===== config.mk =====
export PLATFORM = sky130hd
export DESIGN_NAME = pfrf_ctrl
export DESIGN_NICKNAME = d
export VERILOG_FILES = /design/src/hdl/pfrf_pkg.sv /design/src/hdl/pfrf_ctrl.sv
export SDC_FILE = /design/constraint.sdc
export NUM_CORES = 1
export LEC_CHECK = 0
export BUFFER_PORTS_ARGS = -buffer_cell sky130_fd_sc_hd__buf_4
export CORE_AREA = 2 2 39 41
export CTS_BUF_LIST = sky130_fd_sc_hd__clkbuf_4 sky130_fd_sc_hd__clkbuf_8 sky130_fd_sc_hd__clkbuf_16
export CTS_CLUSTER_DIAMETER = 80
export DETAILED_ROUTE_END_ITERATION = 10
export DIE_AREA = 0 0 41 43
export GPL_TIMING_DRIVEN = 0
export SYNTH_ARGS = -nofsm -noshare
export SYNTH_HDL_FRONTEND = slang
export SYNTH_SLANG_ARGS = --single-unit
export TNS_END_PERCENT = 20

===== constraint.sdc =====
create_clock -name clk -period 1.9 [get_ports clk]
set_clock_uncertainty 0.05 [all_clocks]
set_input_delay 0.095 -clock clk [delete_from_list [all_inputs] [get_ports clk]]
set_output_delay 0.095 -clock clk [all_outputs]
set_load 0.01 [all_outputs]

===== src/hdl/pfrf_pkg.sv =====
// Shared types and constants of the page framebuffer rectangle fill block.
package pfrf_pkg;

  localparam int CW          = 12;   // internal signed coordinate width
  localparam int COORD_W     = 11;
  localparam int MODE_W      = 2;
  localparam int RD_COL_W    = 7;
  localparam int RD_PAGE_W   = 3;
  localparam int IN_TDATA_W  = 56;
  localparam int OUT_TDATA_W = 16;
  localparam int CFG_DATA_W  = 8;
  localparam int CFG_IDX_W   = 2;

  localparam logic [7:0] BYTE_ONES = 8'hff;
  localparam logic [2:0] BIT_TOP   = 3'd7;

  localparam logic [7:0] CLIP_LEFT_RST   = 8'd0;
  localparam logic [6:0] CLIP_TOP_RST    = 7'd0;
  localparam logic [7:0] CLIP_RIGHT_RST  = 8'd128;
  localparam logic [6:0] CLIP_BOTTOM_RST = 7'd64;

  typedef enum logic [CFG_IDX_W-1:0] {
    CFG_CLIP_LEFT   = 2'd0,
    CFG_CLIP_TOP    = 2'd1,
    CFG_CLIP_RIGHT  = 2'd2,
    CFG_CLIP_BOTTOM = 2'd3
  } cfg_idx_t;

  typedef enum logic [MODE_W-1:0] {
    MODE_SET    = 2'd0,
    MODE_CLEAR  = 2'd1,
    MODE_INVERT = 2'd2
  } paint_mode_t;

  localparam logic OP_FILL = 1'b0;
  localparam logic OP_READ = 1'b1;

  typedef struct packed {
    logic [7:0] left;
    logic [6:0] top;
    logic [7:0] right;
    logic [6:0] bottom;
  } clip_t;

  typedef struct packed {
    logic load;
    logic sort;
    logic clamp;
    logic check;
    logic walk;
    logic rd_addr;
    logic rd_capture;
    logic load_out;
  } dp_cmd_t;

  typedef struct packed {
    logic clearing;
    logic empty;
    logic col_last;
    logic page_last;
    logic out_full;
  } dp_status_t;

endpackage


===== src/hdl/pfrf_ctrl.sv =====
// Controller state machine that sequences fills, reads and result hand-off.
module pfrf_ctrl
  import pfrf_pkg::*;
(
  input  logic       clk,
  input  logic       rst_n,
  input  logic       in_tvalid,
  input  logic       in_op,
  output logic       in_tready,
  input  dp_status_t status,
  output dp_cmd_t    cmd
);

  typedef enum logic [3:0] {
    ST_IDLE,
    ST_SORT,
    ST_CLAMP,
    ST_CHECK,
    ST_WALK,
    ST_DRAIN,
    ST_RD_ADDR,
    ST_RD_WAIT,
    ST_RD_DATA,
    ST_RESULT
  } state_t;

  state_t state_r, state_nxt;
  logic   accept;

  assign in_tready = (state_r == ST_IDLE) && !status.clearing;
  assign accept    = in_tvalid && in_tready;

  always_comb begin
    state_nxt = state_r;
    cmd       = '0;
    unique case (state_r)
      ST_IDLE: begin
        cmd.load = accept;
        if (accept) begin
          state_nxt = (in_op == OP_READ) ? ST_RD_ADDR : ST_SORT;
        end
      end
      ST_SORT: begin
        cmd.sort  = 1'b1;
        state_nxt = ST_CLAMP;
      end
      ST_CLAMP: begin
        cmd.clamp = 1'b1;
        state_nxt = ST_CHECK;
      end
      ST_CHECK: begin
        cmd.check = 1'b1;
        state_nxt = status.empty ? ST_RESULT : ST_WALK;
      end
      ST_WALK: begin
        cmd.walk = 1'b1;
        if (status.col_last && status.page_last) begin
          state_nxt = ST_DRAIN;
        end
      end
      // The last byte of the walk is written back in this cycle.
      ST_DRAIN: begin
        state_nxt = ST_RESULT;
      end
      ST_RD_ADDR: begin
        cmd.rd_addr = 1'b1;
        state_nxt   = ST_RD_WAIT;
      end
      ST_RD_WAIT: begin
        state_nxt = ST_RD_DATA;
      end
      ST_RD_DATA: begin
        cmd.rd_capture = 1'b1;
        state_nxt      = ST_RESULT;
      end
      ST_RESULT: begin
        if (!status.out_full) begin
          cmd.load_out = 1'b1;
          state_nxt    = ST_IDLE;
        end
      end
      default: begin
        state_nxt = ST_IDLE;
      end
    endcase
  end

  always_ff @(posedge clk) begin
    if (!rst_n) begin
      state_r <= ST_IDLE;
    end else begin
      state_r <= state_nxt;
    end
  end

endmodule


==> results_dict.tcl <==
set metrics [dict create \
    status "finished clean" \
    synth-seq-cells 4 \
    synth-seq-area-share_pct 22.61 \
    synthXorXnorAreaFrac_pct 0 \
    timing.max_slew.rel_slack_pct 82.56 \
    ir_worst_vdd_mv 0.4106 \
    reg_top3 "state_r (4)" \
    syn_nets 54 \
    io_pins 18 \
    dp_worst_setup_slack_ns 0.7120 \
    finalSetupViolCount 0 \
    overflow 0 \
    cts_setup_buffers 0 \
    viasPerCell 4.975 \
    hp-class "in2reg" \
    grt_start_max_net_pins 11 \
    critPathMaxFanout 9 \
    critPathRequiredTime_ns 1.75 \
    num-nets-final 76 \
    syn_inst 45 \
    core_region_area_mm2 0.001384 \
    drtPass1Iterations 4 \
    cp.arrival_ns 1.21 \
    maxCapViolations 0 \
    clock_path_buffers 2 \
    leakagePower_uw 0.0002544 \
    wl_per_cell_um 11.01 \
    gp_congestion 0.7021 \
    postRouteAntennaNets 0 \
    critPathKind "reg2out" \
    grtUsageTotal_pct 12.22 \
    powerDensity_mw_per_mm2 814.5 \
    grt_setup_unrepaired "no" \
    timing_hold_violations_final 0 \
    largest_reg_flops 4 \
    area_delta_synth_final_pct 48.06 \
    drc_errors 0 \
    fmax_mhz 739.5 \
    ys_async_sr_fraction_pct 0 \
    multi_input_area_um2 235.2 \
    wirelength_um 892 \
    cts_resized 0 \
    synthFlopType "dfxtp_1" \
    die_w_um 41 \
    cts_tree "done" \
    yosysWarningCount 0 \
    endpoint_kind "output port" \
    cts_hold_buf 0 \
    syn_area_per_cell_um2 7.869 \
    regMostFlops "state_r" \
    h-tree-depth 1 \
    synth_compound_area_share_pct 26.86 \
    regArea_um2 80.08 \
    clk_latency_ns 0.24 \
    drv_slew 0 \
    period_minus_slack_ns 1.352 \
    hold-worst-slack_ns 0.05437 \
    synth_top_family_by_area "simple AND/OR/NAND/NOR gates" \
    nFillCells 156 \
    die-area_mm2 0.001763 \
    grt_pass1_vias 364 \
    start_util_pct 25.59 \
    port-buffer-count 17 \
    synth-simple-area-share_pct 39.58 \
    dp_hpwl_um 679.9 \
    fin_crit_sh_pct 71.18 \
    die_h_um 43 \
    grt_pass1_wl_um 1455 \
    syn_area_um2 354.1 \
    antennaDiodeCount 0 \
    synth_cell_types 26 \
    num_vias 403 \
    synthMuxAreaShare_pct 0 \
    cts_made_buffers 3 \
    cts.sinks 4 \
    drt_iter0_markers 5 \
    setup_ws_ns 0.5477 \
    cts_root_buf "clkbuf_4" \
    fp-row-count 14 \
    synth_edf_count 0 \
    layout-drive-gt1-share_pct 44.62 \
    cp-start-kind "flip-flop" \
    tns_ns 0 \
    tightest_slew_ns 0.2611 \
    synthAdderAreaFrac_pct 0 \
    path_clk_slew_ns 0.04 \
    antenna_found_initial 0 \
]
-- final timing paths --
| check | slack [ns] | end | startpoint | cells after the start |
|---|---|---|---|---|
| max | 0.55 | cmd[6] | state_r[3] | 4 |
| min reg2reg | 0.56 | state_r[1] | state_r[3] | 2 |
| max reg2reg | 0.71 | state_r[0] | state_r[1] | 5 |
| min | 0.05 | state_r[2] | rst_n | 2 |
-- critical path, stage by stage (launching register included) --
cell      delay, ns
dfxtp_1        0.29
buf_2          0.16
nand2b_1       0.22
nor3_1         0.16
buf_4          0.15
-- synth_stat cells, types with 2 or more instances --
library cell  n  share of area [%]
nor2b_1       2                3.5
o22ai_1       2                3.5
nand2b_1      2                3.5
nor2_1        5                5.3
and3_1        4                7.1
buf_6         2                6.4
a31oi_1       2                3.5
nand2_1       2                2.1
nor3_1        4                5.7
dfxtp_1       4                 23
-- layer usage --
metal	routed length, um	GRT usage, %	part of all wire [%]	vias up
li1	-	-	-	203
met1	393	16.29	44	183
met2	430	16.25	48	17
met3	69	3.665	7.7	0
met4	0	8.000	0	0
met5	0	0	0	-
-- power breakdown --
group          total (uW)  leakage [uW]  switching [uW]  internal [uW]
combinational         218      0.000208             110            108
sequential            102     0.0000327            6.63           95.7
clock                 107     0.0000138            35.9           70.7
-- cell type report --
class,count,share of cell area (%)
multi-input combinational,36,44.87
timing repair buffer,17,24.34
sequential,4,15.27
buffer,4,6.683
clock buffer,3,4.296
tap,16,3.819
inverter,1,0.7160
-- cells in the final DEF (no fill, tap or decap), drive strengths merged --
cell type  count
clkbuf         3
dfxtp          4
a211oi         1
a21oi          1
nor2b          2
o32ai          1
o31ai          1
inv            1
a2bb2oi        1
o21a           1
o21ai          1
a21o           1
nand3          1
and3           4
and2           1
buf           21
nor2           6
o22ai          2
nand2          2
nand2b         3
a31oi          2
nor3           4
nor3b          1
-- kinds of logic after synthesis --
| family | Yosys count |
|---|---|
| buffers and inverters | 5 |
| AOI/OAI and AO/OA | 12 |
| DFF | 4 |
| and+or+nand+nor | 24 |
-- stage by stage --
step / util (%) / instance area, um2 / cells / total power (uW)
final: 37.88 / 524.3 / 81 / 427.0
after global routing: 37.88 / 524.3 / 81 / 453.9
after CTS: 37.88 / 524.3 / 81 / 430.4
after detailed placement: 36.26 / 501.7 / 78 / 321.4
after global placement: 36.26 / 501.7 / 78 / 319.8
after floorplan: - / 354.1 / 45 / 251.8
Note: power is estimated with default switching activity, not from simulation.
